[src/utf8d_pkg.sv]
// ----------------------------------------------------------------------------
// utf8d_pkg
// Shared types and constants of the UTF-8 decoder with surrogate pairing.
// ----------------------------------------------------------------------------
package utf8d_pkg;

	localparam int CP_W    = 21;
	localparam int QDEPTH  = 4;
	localparam int QPTR_W  = $clog2(QDEPTH);
	localparam int QCNT_W  = $clog2(QDEPTH + 1);

	localparam logic [CP_W-1:0] CP_REPL   = 21'h00FFFD;
	localparam logic [CP_W-1:0] CP_MAX    = 21'h10FFFF;
	localparam logic [CP_W-1:0] CP_SUPP   = 21'h010000;
	localparam logic [CP_W-1:0] MIN_LEN1  = 21'h000080;
	localparam logic [CP_W-1:0] MIN_LEN2  = 21'h000800;
	localparam logic [CP_W-1:0] MIN_LEN3  = 21'h010000;
	localparam logic [5:0]      SUR_HIGH  = 6'b110110;
	localparam logic [5:0]      SUR_LOW   = 6'b110111;

	typedef struct packed {
		logic [7:0] data_byte;
		logic       end_of_stream;
	} in_item_t;

	typedef struct packed {
		logic [CP_W-1:0] code_point;
		logic            replaced;
		logic            stream_end;
		logic            last;
	} out_item_t;

	// One queue entry: the results of one input beat (one or two).
	typedef struct packed {
		logic      two;
		out_item_t r0;
		out_item_t r1;
	} entry_t;

	typedef enum logic [1:0] {
		LEAD_CHAR,
		LEAD_ERR,
		LEAD_OPEN
	} lead_kind_t;

endpackage

[src/utf8d_front.sv]
// ----------------------------------------------------------------------------
// utf8d_front
// Decodes one byte per beat, pairs surrogates and builds a queue entry.
// ----------------------------------------------------------------------------
module utf8d_front (
	input  logic                clk,
	input  logic                arst_n,
	input  logic                in_ok,
	input  utf8d_pkg::in_item_t in_item,
	output logic                wr,
	output utf8d_pkg::entry_t   wr_entry
);
	import utf8d_pkg::*;

	typedef struct packed {
		lead_kind_t      kind;
		logic [1:0]      n;
		logic [CP_W-1:0] bits;
	} lead_t;

	typedef struct packed {
		logic            hp;
		logic [9:0]      hb;
		logic [1:0]      n;
		logic [CP_W-1:0] cp0;
		logic            rep0;
		logic [CP_W-1:0] cp1;
		logic            rep1;
	} dlv_t;

	function automatic lead_t lead(input logic [7:0] b);
		lead_t l;
		l.kind = LEAD_ERR;
		l.n    = 2'd0;
		l.bits = '0;
		if (b < 8'h80) begin
			l.kind = LEAD_CHAR;
			l.bits = {13'd0, b};
		end else if (b < 8'hC2) begin
			l.kind = LEAD_ERR;
		end else if (b < 8'hE0) begin
			l.kind = LEAD_OPEN;
			l.n    = 2'd1;
			l.bits = {16'd0, b[4:0]};
		end else if (b < 8'hF0) begin
			l.kind = LEAD_OPEN;
			l.n    = 2'd2;
			l.bits = {17'd0, b[3:0]};
		end else if (b < 8'hF5) begin
			l.kind = LEAD_OPEN;
			l.n    = 2'd3;
			l.bits = {18'd0, b[2:0]};
		end
		return l;
	endfunction

	function automatic dlv_t add(input dlv_t d, input logic [CP_W-1:0] cp, input logic rep);
		dlv_t r;
		r = d;
		if (d.n == 2'd0) begin
			r.cp0  = cp;
			r.rep0 = rep;
		end else begin
			r.cp1  = cp;
			r.rep1 = rep;
		end
		r.n = d.n + 2'd1;
		return r;
	endfunction

	// surrogate test looks at bits 15:10 only
	function automatic dlv_t deliver(input logic hp, input logic [9:0] hb, input logic v,
			input logic err, input logic [CP_W-1:0] cp);
		dlv_t d;
		logic fin;
		logic is_high;
		logic is_low;
		d.hp   = hp;
		d.hb   = hb;
		d.n    = 2'd0;
		d.cp0  = CP_REPL;
		d.rep0 = 1'b1;
		d.cp1  = CP_REPL;
		d.rep1 = 1'b1;
		fin     = !v;
		is_high = cp[15:10] == SUR_HIGH;
		is_low  = cp[15:10] == SUR_LOW;
		if (!fin && hp) begin
			d.hp = 1'b0;
			if (err) begin
				d   = add(d, CP_REPL, 1'b1);
				fin = 1'b1;
			end else if (is_low) begin
				d   = add(d, CP_SUPP + {1'b0, hb, cp[9:0]}, 1'b0);
				fin = 1'b1;
			end else begin
				d = add(d, CP_REPL, 1'b1);
			end
		end
		if (!fin) begin
			if (err || is_low) begin
				d = add(d, CP_REPL, 1'b1);
			end else if (is_high) begin
				d.hp = 1'b1;
				d.hb = cp[9:0];
			end else begin
				d = add(d, cp, 1'b0);
			end
		end
		return d;
	endfunction

	logic [CP_W-1:0] pv_q, pv_n, pv_cat;
	logic [1:0]      bl_q, bl_n, sl_q, sl_n;
	logic            hp_q;
	logic [9:0]      hb_q;
	logic            u0_v, u0_err, u1_v, u1_err;
	logic [CP_W-1:0] u0_cp, u1_cp, least;
	lead_t           ld;
	dlv_t            d0, d1;
	out_item_t       r0, r1;
	logic [1:0]      nres;
	logic            eos;

	always_comb begin
		eos    = in_item.end_of_stream;
		ld     = lead(in_item.data_byte);
		pv_n   = pv_q;
		bl_n   = bl_q;
		sl_n   = sl_q;
		u0_v   = 1'b0;
		u0_err = 1'b0;
		u0_cp  = '0;
		u1_v   = 1'b0;
		u1_err = 1'b0;
		u1_cp  = '0;
		pv_cat = {pv_q[CP_W-7:0], in_item.data_byte[5:0]};
		case (sl_q)
			2'd1:    least = MIN_LEN1;
			2'd2:    least = MIN_LEN2;
			default: least = MIN_LEN3;
		endcase
		if (bl_q != 2'd0) begin
			if (in_item.data_byte[7:6] == 2'b10) begin
				pv_n = pv_cat;
				bl_n = bl_q - 2'd1;
				if (bl_q == 2'd1) begin
					u0_v   = 1'b1;
					u0_err = pv_cat < least || pv_cat > CP_MAX;
					u0_cp  = pv_cat;
					pv_n   = '0;
					sl_n   = 2'd0;
				end
			end else begin
				pv_n   = '0;
				bl_n   = 2'd0;
				sl_n   = 2'd0;
				u0_v   = 1'b1;
				u0_err = 1'b1;
				case (ld.kind)
					LEAD_CHAR: begin
						u1_v  = 1'b1;
						u1_cp = ld.bits;
					end
					LEAD_OPEN: begin
						pv_n = ld.bits;
						bl_n = ld.n;
						sl_n = ld.n;
					end
					default: begin
						u1_v   = 1'b1;
						u1_err = 1'b1;
					end
				endcase
			end
		end else begin
			case (ld.kind)
				LEAD_CHAR: begin
					u0_v  = 1'b1;
					u0_cp = ld.bits;
				end
				LEAD_OPEN: begin
					pv_n = ld.bits;
					bl_n = ld.n;
					sl_n = ld.n;
				end
				default: begin
					u0_v   = 1'b1;
					u0_err = 1'b1;
				end
			endcase
		end

		d0 = deliver(hp_q, hb_q, u0_v, u0_err, u0_cp);
		d1 = deliver(d0.hp, d0.hb, u1_v, u1_err, u1_cp);

		r0 = '{code_point: CP_REPL, replaced: 1'b1, stream_end: 1'b0, last: 1'b0};
		r1 = '{code_point: CP_REPL, replaced: 1'b1, stream_end: 1'b0, last: 1'b1};
		if (eos) begin
			if (bl_q != 2'd0 || hp_q) begin
				nres = 2'd2;
			end else begin
				nres = 2'd1;
			end
			if (nres == 2'd1) begin
				r0 = '{code_point: '0, replaced: 1'b0, stream_end: 1'b1, last: 1'b1};
			end else begin
				r1 = '{code_point: '0, replaced: 1'b0, stream_end: 1'b1, last: 1'b1};
			end
		end else begin
			nres = d0.n + d1.n;
			if (d0.n == 2'd0) begin
				r0.code_point = d1.cp0;
				r0.replaced   = d1.rep0;
				r1.code_point = d1.cp1;
				r1.replaced   = d1.rep1;
			end else if (d0.n == 2'd1) begin
				r0.code_point = d0.cp0;
				r0.replaced   = d0.rep0;
				r1.code_point = d1.cp0;
				r1.replaced   = d1.rep0;
			end else begin
				r0.code_point = d0.cp0;
				r0.replaced   = d0.rep0;
				r1.code_point = d0.cp1;
				r1.replaced   = d0.rep1;
			end
			r0.last = nres == 2'd1;
		end
		wr           = in_ok && nres != 2'd0;
		wr_entry.two = nres == 2'd2;
		wr_entry.r0  = r0;
		wr_entry.r1  = r1;
	end

	always_ff @(posedge clk or negedge arst_n) begin
		if (!arst_n) begin
			pv_q <= '0;
			bl_q <= 2'd0;
			sl_q <= 2'd0;
			hp_q <= 1'b0;
			hb_q <= '0;
		end else if (in_ok) begin
			if (eos) begin
				pv_q <= '0;
				bl_q <= 2'd0;
				sl_q <= 2'd0;
				hp_q <= 1'b0;
				hb_q <= '0;
			end else begin
				pv_q <= pv_n;
				bl_q <= bl_n;
				sl_q <= sl_n;
				hp_q <= d1.hp;
				hb_q <= d1.hb;
			end
		end
	end

endmodule

[src/utf8d_queue.sv]
// ----------------------------------------------------------------------------
// utf8d_queue
// Short entry queue between decoder and result serializer.
// ----------------------------------------------------------------------------
module utf8d_queue (
	input  logic              clk,
	input  logic              arst_n,
	input  logic              wr,
	input  utf8d_pkg::entry_t wr_entry,
	input  logic              rd,
	output utf8d_pkg::entry_t head,
	output logic              full,
	output logic              empty
);
	import utf8d_pkg::*;

	entry_t            mem_q [QDEPTH];
	logic [QPTR_W-1:0] wp_q, rp_q;
	logic [QCNT_W-1:0] cnt_q;
	logic              do_wr, do_rd;

	assign full  = cnt_q == QCNT_W'(QDEPTH);
	assign empty = cnt_q == '0;
	assign do_wr = wr && !full;
	assign do_rd = rd && !empty;
	assign head  = mem_q[rp_q];

	always_ff @(posedge clk) begin
		if (do_wr) begin
			mem_q[wp_q] <= wr_entry;
		end
	end

	always_ff @(posedge clk or negedge arst_n) begin
		if (!arst_n) begin
			wp_q  <= '0;
			rp_q  <= '0;
			cnt_q <= '0;
		end else begin
			if (do_wr) begin
				wp_q <= wp_q + 1'b1;
			end
			if (do_rd) begin
				rp_q <= rp_q + 1'b1;
			end
			if (do_wr && !do_rd) begin
				cnt_q <= cnt_q + 1'b1;
			end else if (do_rd && !do_wr) begin
				cnt_q <= cnt_q - 1'b1;
			end
		end
	end

endmodule

[src/utf8d_back.sv]
// ----------------------------------------------------------------------------
// utf8d_back
// Serializes each queued entry into one or two result beats.
// ----------------------------------------------------------------------------
module utf8d_back (
	input  logic                 clk,
	input  logic                 arst_n,
	input  utf8d_pkg::entry_t    head,
	input  logic                 q_empty,
	input  logic                 pop,
	output logic                 q_rd,
	output utf8d_pkg::out_item_t out_item
);
	import utf8d_pkg::*;

	logic sub_q;
	logic take;

	assign take     = pop && !q_empty;
	assign out_item = sub_q ? head.r1 : head.r0;
	assign q_rd     = take && (sub_q || !head.two);

	always_ff @(posedge clk or negedge arst_n) begin
		if (!arst_n) begin
			sub_q <= 1'b0;
		end else if (take) begin
			sub_q <= !sub_q && head.two;
		end
	end

endmodule

[src/utf8_decoder_surrogate_filter_unit.sv]
// ----------------------------------------------------------------------------
// utf8_decoder_surrogate_filter_unit
// UTF-8 byte stream to code point decoder with UTF-16 surrogate pairing.
// ----------------------------------------------------------------------------
// A byte's results are written to the queue as it is accepted. Throughput:
// one byte per cycle unless full; results leave one per cycle on pop, so a
// byte giving two results takes two pops. A four-entry queue decouples the sides.
// Reset: arst_n clears decoder state and the queue; no sequence or surrogate
// is open and no result waits.
module utf8_decoder_surrogate_filter_unit (
	input  logic                 clk,
	input  logic                 arst_n,
	input  logic                 push,
	output logic                 full,
	input  utf8d_pkg::in_item_t  in_item,
	output logic                 empty,
	input  logic                 pop,
	output utf8d_pkg::out_item_t out_item
);
	import utf8d_pkg::*;

	logic   in_ok, wr, q_rd;
	entry_t wr_entry, head;

	assign in_ok = push && !full;

	utf8d_front u_front (
		.clk      (clk),
		.arst_n   (arst_n),
		.in_ok    (in_ok),
		.in_item  (in_item),
		.wr       (wr),
		.wr_entry (wr_entry)
	);

	utf8d_queue u_queue (
		.clk      (clk),
		.arst_n   (arst_n),
		.wr       (wr),
		.wr_entry (wr_entry),
		.rd       (q_rd),
		.head     (head),
		.full     (full),
		.empty    (empty)
	);

	utf8d_back u_back (
		.clk      (clk),
		.arst_n   (arst_n),
		.head     (head),
		.q_empty  (empty),
		.pop      (pop),
		.q_rd     (q_rd),
		.out_item (out_item)
	);

endmodule

[config.mk]
export PLATFORM = sky130hd
export DESIGN_NAME = utf8_decoder_surrogate_filter_unit
export DESIGN_NICKNAME = d
export VERILOG_FILES = /design/src/utf8d_pkg.sv /design/src/utf8d_front.sv /design/src/utf8d_queue.sv /design/src/utf8d_back.sv /design/src/utf8_decoder_surrogate_filter_unit.sv
export SDC_FILE = /design/constraint.sdc
export NUM_CORES = 1
export LEC_CHECK = 0
export ABC_CLOCK_PERIOD_IN_PS = 9400
export BUFFER_PORTS_ARGS = -buffer_cell sky130_fd_sc_hd__clkbuf_2
export CORE_MARGIN = 1
export CORE_UTILIZATION = 50
export CTS_BUF_LIST = sky130_fd_sc_hd__clkbuf_2 sky130_fd_sc_hd__clkbuf_4 sky130_fd_sc_hd__clkbuf_8
export DETAILED_ROUTE_END_ITERATION = 16
export PLACE_DENSITY = 0.67
export SETUP_SLACK_MARGIN = 0.5
export SKIP_LAST_GASP = 1
export SLEW_MARGIN = 30
export SYNTH_ARGS = -nofsm -noshare
export SYNTH_HDL_FRONTEND = slang
export SYNTH_HIERARCHICAL = 1
export SYNTH_SLANG_ARGS = --single-unit
export TNS_END_PERCENT = 20
[constraint.sdc]
create_clock -name clk -period 9.4 [get_ports clk]
set_input_delay 1.88 -clock clk [delete_from_list [all_inputs] [get_ports clk]]
set_output_delay 1.88 -clock clk [all_outputs]
set_load 0.005 [all_outputs]
# Word level (Yosys, flattened, before mapping)
# Memories as Yosys holds them, arrays and structs flattened.
# Index checks and enable logic that the tools add are counted.
[classes] mux=90 n_reduce_logical=36 n_addsub=10 n_eq_ne=15 order_cmp=7
[op_table] cell="$mux 57" count=6
[op_table] cell="$mux 22" count=13
[op_table] cell="$mux 44" count=4
[op_table] cell="$mux 21" count=7
[op_table] cell="$mux 46" count=2
[op_table] cell="$mux 15" count=6
[op_table] cell="$mux 25" count=3
[op_table] cell="$add 17x20->21 const A" count=2
[op_table] cell="$lt 8x8->1 const B" count=5
[op_table] cell="$mux 19" count=2
[op_table] cell="$pmux 17 s2" count=1
[op_table] cell="$mux 2" count=16
[op_table] cell="$eq 6x6->1 const B" count=4
[op_table] cell="$mux 24" count=1
[op_table] cell="$mux 1" count=23
[op_table] cell="$mux 23" count=1
[op_table] cell="$mux 11" count=2
[op_table] cell="$gt 21x21->1 const B" count=1
[op_table] cell="$lt 21x17->1" count=1
[op_table] cell="$logic_and 1x1->1" count=11
[op_table] cell="$eq 2x1->1 const B" count=5
[op_table] cell="$mux 10" count=1
[op_table] cell="$add 2x1->2 const B" count=4
[op_table] cell="$eq 2x2->1 const B" count=4
[op_table] cell="16 further kinds" count=33
[totals] ram_bits=196 regBits=38 n_memories=1
[memory_table] memory="u_queue.mem_q" words=4 width=49 read_ports=1 rd_ports_with_merged_regs=0 wr=1 line_no="utf8d_queue.sv:17" source="entry_t mem_q [QDEPTH];"

# Longest topological paths before layout
[logic_depth] ltp_word=36 mapped_depth=22

# By module
# Netlist, hierarchy kept.
[by_module_without_submodules] mod="utf8d_queue" area_each_um2=7558.5 instances=1 seq_area_each_um2=6060.8 cells_each=293
[by_module_without_submodules] mod="utf8d_front" area_each_um2=2605.0 instances=1 seq_area_each_um2=750.7 cells_each=335
[by_module_without_submodules] mod="utf8d_back" area_each_um2=447.9 instances=1 seq_area_each_um2=25.0 cells_each=32
[by_module_without_submodules] mod="utf8_decoder_surrogate_filter_unit" area_each_um2=13.8 instances=1 seq_area_each_um2=0.0 cells_each=1

# Worst setup path after synthesis
# Ideal clock, no wire load.
[synth_timing] path_kind="input -> register" startpoint="input in_item[7] in the netlist's numbering" endpoint="memory u_queue/mem_q[0][0] in the netlist's numbering (enable)" cell_stages=14 setup_slack_ps=3459 arrival_ps=5529 setup_time_ps=412 n_path_buf=2 path_cell_list="buf_4 inv_1 a21oi_1 a31oi_1 and2_1 ha_1 o31a_1 ha_1 xor2_1 xnor2_1 a21oi_1 nor2b_1 buf_6 and2_1"
[synth_via] elab_chain_len=27
[synth_lines] element="start: declaration" line_no="utf8_decoder_surrogate_filter_unit.sv:15" source="input utf8d_pkg::in_item_t in_item,"
[synth_lines] element="$lt 8x8->1" line_no="utf8d_front.sv:49" source="end else if (b < 8'hF5) begin"
[synth_lines] element="$mux 25" line_no="utf8d_front.sv:49"
[synth_lines] element="$mux 25" line_no="utf8d_front.sv:45" source="end else if (b < 8'hF0) begin"
[synth_lines] element="$mux 25" line_no="utf8d_front.sv:41" source="end else if (b < 8'hE0) begin"
[synth_lines] element="$mux 2" line_no="utf8d_front.sv:39" source="end else if (b < 8'hC2) begin"
[synth_lines] element="$mux 2" line_no="utf8d_front.sv:36" source="if (b < 8'h80) begin"
[synth_lines] element="$logic_not 2->1 / $eq 2x2->1 (equally long branches)" line_no="utf8d_front.sv:160, utf8d_front.sv:177"
[synth_lines] element="$mux 21 / $mux 1 (equally long branches)" line_no="utf8d_front.sv:160, utf8d_front.sv:177"
[synth_lines] element="(+13 left out)"
[synth_lines] element="$mux 2 (*)" line_no="utf8d_front.sv:199" source="if (eos) begin"
[synth_lines] element="$reduce_bool 2->1 (*)" line_no="utf8d_front.sv:230" source="wr = in_ok && nres != 2'd0;"
[synth_lines] element="$logic_and 1x1->1 (*)" line_no="utf8d_front.sv:230"
[synth_lines] element="net wr" line_no="utf8_decoder_surrogate_filter_unit.sv:22" source="logic in_ok, wr, q_rd;"
[synth_lines] element="$logic_and 1x1->1 (*)" line_no="utf8d_queue.sv:24" source="assign do_wr = wr && !full;"
[synth_lines] element="net u_queue.do_wr" line_no="utf8d_queue.sv:20" source="logic do_wr, do_rd;"
[synth_lines] element="$mux 1 (*)" line_no="utf8d_queue.sv:29" source="if (do_wr) begin"
[synth_lines] element="$mux 1 (not written as such) (*)" line_no="utf8d_queue.sv:30" source="mem_q[wp_q] <= wr_entry;"
[synth_lines] element="end: declaration" line_no="utf8d_queue.sv:17"
# The timed path passes the listed nets; every way through them passes the cells marked *.

# Worst setup path in the final report
[layout_timing] startpoint="input in_item[5] in the netlist's numbering" endpoint="memory u_queue/mem_q[3][39] in the netlist's numbering (enable)"
[layout_via] elab_chain_len=27
[layout_lines] element="$lt 8x8->1" line_no="utf8d_front.sv:49"
[layout_lines] element="$mux 25" line_no="utf8d_front.sv:49"
[layout_lines] element="$mux 25" line_no="utf8d_front.sv:45"
[layout_lines] element="$mux 25" line_no="utf8d_front.sv:41"
[layout_lines] element="$mux 2" line_no="utf8d_front.sv:39"
[layout_lines] element="$mux 2" line_no="utf8d_front.sv:36"
[layout_lines] element="$logic_not 2->1 / $eq 2x2->1 (equally long branches)" line_no="utf8d_front.sv:160, utf8d_front.sv:177"
[layout_lines] element="$mux 21 / $mux 1 (equally long branches)" line_no="utf8d_front.sv:160, utf8d_front.sv:177"
[layout_lines] element="(+12 left out)"
[layout_lines] element="$add 2x2->2 (*)" line_no="utf8d_front.sv:211" source="nres = d0.n + d1.n;"
[layout_lines] element="$mux 2 (*)" line_no="utf8d_front.sv:199"
[layout_lines] element="$reduce_bool 2->1 (*)" line_no="utf8d_front.sv:230"
[layout_lines] element="$logic_and 1x1->1 (*)" line_no="utf8d_front.sv:230"
[layout_lines] element="net wr" line_no="utf8_decoder_surrogate_filter_unit.sv:22"
[layout_lines] element="$logic_and 1x1->1 (*)" line_no="utf8d_queue.sv:24"
[layout_lines] element="$mux 1 (*)" line_no="utf8d_queue.sv:29"
[layout_lines] element="$mux 1 (not written as such) (*)" line_no="utf8d_queue.sv:30"
# Marks and branches as above.

==> run summary <==
The final period demand of the worst path came out at ~6.3 ns. Once the clock tree was built, the resizer swapped 0 gates to a different size. The mean cell area of the mapped netlist came out at approximately 16 um2. The clock sink count is 234. The library cell appearing most often on the critical path is a21oi_1. The data required time at the worst endpoint came out at 9.59 ns. The number of antenna violations at the first check in global routing is 0. The worst-case hold slack is 0.497 ns. The share of the clock period used by the worst path is roughly two thirds. The number of maximum-capacitance constraint violations came out at 0. The core occupancy in the finished layout came out at between 50% and 60%. The slowest stage of the critical path is the and2_2 cell. The number of DRC violations after detailed routing came out at 0. The effective utilization at floorplan is between 50 and 60%.

The buffer cell driving the clock tree root is clkbuf_8. The number of warnings printed during yosys synthesis came out at 6. The power after layout came out at about 3.3 mW. Summed over all layers, the global routing overflow is 0. The number of enable flip-flop cells after synthesis came out at approximately 200. The post-CTS setup buffer count is 0. The clock group share of total power came out at 25.8%.

For the pin with the worst max-slew slack, the measured transition is roughly 0.8 ns. The static power due to leakage is slightly above 4 nW. The total setup violations reported at the end of the flow came out at 0. The number of vias per cell came out at about 6.1. Once detail routing completed, the nets flagged for antenna violations numbered 0. The worst setup slack before clock tree synthesis came out at 2.56 ns. For this block, the routed nets add up to approximately 24,000 um of wire. The largest stage delay on the critical path came out at around 0.75 ns. The first detailed-routing pass took 5 iterations. The via count of the first global-routing pass came out at between 6k and 7k. The share of power burned in registers came out at between 40% and 50%. Setup repair after global routing left no endpoint under its margin. Routed signal wires occupy layers up through met4. STA classifies the critical path endpoint as a flop. The placement row count is 52. The post-synthesis async set-or-reset flop share came out at 16.2%. Clock latency on the worst-skew pair, taken at its later pin, is 0.53 ns. The met1 wire length is approximately 10,000 um. In this run the worst hold path is classified as flop to flop. The final instance area came out at about 12,000 um2. The setup TNS after final layout came out at 0 ns.

The amount of wire on met2 after detailed routing came out at ~11,000 um. The wire length on met3 is around 1500 um. The flow ran to the end, and the final reports show no timing, DRC or antenna violations. The final route contains around 6.1k vias.

The number of antenna cells inserted is 0. Counting flops and latches in the post-synthesis netlist gives ~230. The initial detailed-routing violation count is 542. The worst clock skew came out at ~0.018 ns.

The switching share of power is slightly below 30%. The cell-internal power came out at between 2 and 2.5 mW. The fraction of final layout cells sized beyond drive strength 1 came out at between 20% and 30%. The die extent in y is between 100 and 150 um. The number of nets in the layout came out at ~740. The die area is 21,800 um2. Summed over all nets, the switching power comes to roughly 960 uW.

Measured along the x axis, the die boundary spans between 100 and 150 um. The final cell count without fillers came out at between 1k and 1.5k. Counting every instance in the synthesized netlist gives between 600 and 700. The I/O pin count is 39. The combinational power share came out at between 30 and 40%. The power density over cell area is roughly 280 nW/um2. The mean routed wirelength per cell came out at roughly 23 um. Counting the buffers created by CTS gives 39.

The normalized max-slew margin came out at a little under half. The maximum root-to-sink buffer count came out at 3. The CTS tree is done. The final number of max-transition violations is 0.

The number of buffers added to fix hold violations after cts came out at 0. The primary flip-flop cell chosen by synthesis mapping is edfxtp_1. The first-pass GRT wire length came out at about 37,000 um.

The achievable clock frequency came out at 160 MHz. The total of buffers placed on input and output ports came out at 38. The worst setup slack after layout came out at between 3 and 4 ns. The worst ir drop on vdd is approximately 130 uV. Clock-pin slew was measured on the worst setup and hold paths at around 0.060 ns. The final estimated routing congestion in global placement is around 0.96. After synthesis the cells add up to around 11,000 um2.

Sequential cells were found to cover between 60 and 70% of the synthesized design area. The worst path arrival time came out at about 6.5 ns. In this run the number of H-tree levels came out at 2. In this run the cell area measured after placement is between 10,000 and 15,000 um2. The signal on the critical path passes through clkbuf_2 -> nor4_1 -> a21oi_1 -> a31oi_1 -> and2_1 -> ha_1 -> o21ai_1 -> a2111oi_1 -> xnor2_1 -> a21oi_1 -> nor2b_1 -> and2_2 -> buf_4. The number of nets in the synthesized netlist is around 700. STA classifies the critical path startpoint as a primary input. The global-route total usage across every layer came out at a little under a quarter. The largest net degree at the start of global routing is around 50.

Once detailed placement completed, the half-perimeter wirelength came to 15,500 um. The distinct cell type count of the synthesized netlist came out at 73. The top fanout value on the critical path came out at 27. The worst reg-to-reg setup slack came out at between 3 and 4 ns. The post-placement cell count is around 940. The setup path with the least slack is of type primary input to flop. The hold violation count in the final report is 0. The core footprint is about 21,000 um2.

Compared with the post-synthesis result, the final layout area differs by 10.0%.
## critical path: cells and delay by family
| family | cells | cell delay (ns) |
|---|---|---|
| compound gates | 5 | 1.73 |
| xor+xnor | 1 | 0.24 |
| fa+ha+maj | 1 | 0.21 |
| buf+inv | 2 | 0.61 |
| simple gates | 4 | 1.75 |
## power groups by stage
stage	sequential, mW	clock (mW)	combinational (mW)
final	1.42	0.845	1.01
after global routing	1.44	0.906	1.10
after CTS	1.42	0.864	1.03
after detailed placement	1.44	0	1.03
after global placement	1.43	0	1.01
after floorplan	1.40	0	0.816
## synthesized netlist by cell type (3+ instances only)
cell type  instances  area share [%]
nor2b_1            7            0.41
clkinv_1           3            0.11
edfxtp_1         196              55
a31oi_1            8            0.47
o31a_1             3            0.25
nand2b_1           5            0.29
buf_12             7             1.3
o21a_1             9            0.64
mux2_2             7            0.74
a32o_1             8            0.75
nand2_1           40             1.4
a21o_1             7            0.49
ha_1              15             1.8
buf_6              3            0.32
nor3_1            12            0.57
nor4_1             6            0.35
buf_2              8            0.38
xnor2_1            6            0.49
o21ai_1           16            0.75
mux2_4            20             2.8
o31ai_1            8            0.57
a21oi_1           24             1.1
clkbuf_1          14            0.49
mux4_2            48              10
xor2_1             4            0.33
dfrtp_1           38             8.9
a22o_1            10            0.82
and2_1            14            0.82
a211oi_1           3            0.21
nand3_1            6            0.28
nor2_1            18            0.64
and3_1             3            0.18
buf_4              4            0.28
inv_1             18            0.64
o21ai_0           17            0.80
## flip-flops by register name (all words and copies together), names as in the netlist
| name | flops |
|---|---|
| u_front/pv_q | 15 |
| u_queue/wp_q | 2 |
| u_queue/mem_q | 196 |
| u_queue/rp_q | 2 |
| u_back/sub_q | 1 |
| u_front/hb_q | 10 |
| u_front/bl_q | 2 |
| u_front/hp_q | 1 |
| u_queue/cnt_q | 3 |
| u_front/sl_q | 2 |
## per-layer routing
| metal | track usage [%] | up-vias |
|---|---|---|
| met5 | 0 | - |
| met4 | 7.47 | 0 |
| met3 | 4.81 | 48 |
| met2 | 36.9 | 225 |
| met1 | 30.9 | 3152 |
| li1 | - | 2717 |
## path summary, 6_finish.rpt
path / from / end / cells past startpoint
worst max register to register: u_front/bl_q[0]$_DFFE_PN0P_ / u_queue/mem_q[3][39]$_DFFE_PP_ / 14
worst max-delay path: in_item[5] / u_queue/mem_q[3][39]$_DFFE_PP_ / 13
max in group asynchronous: arst_n / u_queue/rp_q[0]$_DFFE_PN0P_ / 1
min in group asynchronous: arst_n / u_front/bl_q[1]$_DFFE_PN0P_ / 1
worst min-delay path: u_front/hb_q[1]$_DFFE_PN0P_ / u_front/hb_q[1]$_DFFE_PN0P_ / 1
worst min register to register: u_front/hb_q[1]$_DFFE_PN0P_ / u_front/hb_q[1]$_DFFE_PN0P_ / 1
## cells in the final DEF, fill, tap and decap left out, types with 9 or more instances in the layout
| master | Yosys | routed |
|---|---|---|
| edfxtp_1 | 196 | 196 |
| o21ai_1 | 16 | 16 |
| buf_4 | 4 | 10 |
| inv_1 | 18 | 18 |
| and2_1 | 14 | 10 |
| o21a_1 | 9 | 9 |
| nor3_1 | 12 | 12 |
| clkinv_1 | 3 | 10 |
| nor2_1 | 18 | 18 |
| ha_1 | 15 | 15 |
| o21ai_0 | 17 | 17 |
| clkbuf_4 | 0 | 13 |
| clkbuf_2 | 1 | 37 |
| a21oi_1 | 24 | 24 |
| mux2_4 | 20 | 20 |
| a22o_1 | 10 | 10 |
| nand2_1 | 40 | 40 |
| mux4_2 | 48 | 48 |
| dfrtp_1 | 38 | 36 |
| clkbuf_8 | 0 | 39 |
## cells by family (layout without fill, tap and decap cells)
| logic type | after synthesis | count (layout) | synth area share [%] |
|---|---|---|---|
| buffers and inverters | 59 | 134 | 3.61 |
| AOI/OAI and AO/OA | 135 | 135 | 8.74 |
| xor gates and xnor gates | 10 | 10 | 0.824 |
| adders and majority gates | 16 | 16 | 1.95 |
| DFF | 234 | 234 | 64.3 |
| other | 2 | 2 | 0.0707 |
| muxes | 76 | 76 | 14.0 |
| and+or+nand+nor | 129 | 129 | 6.46 |
## cell type report
| cell class | instances | area, um2 |
|---|---|---|
| clock buffer | 51 | 627 |
| clock inverter | 13 | 95.1 |
| fill | 1662 | 8870 |
| inverter | 22 | 82.6 |
| multi-input combinational | 368 | 3440 |
| sequential | 234 | 6840 |
| tap | 270 | 338 |
| timing repair buffer | 48 | 268 |
Power figures use the tool's default switching activity.
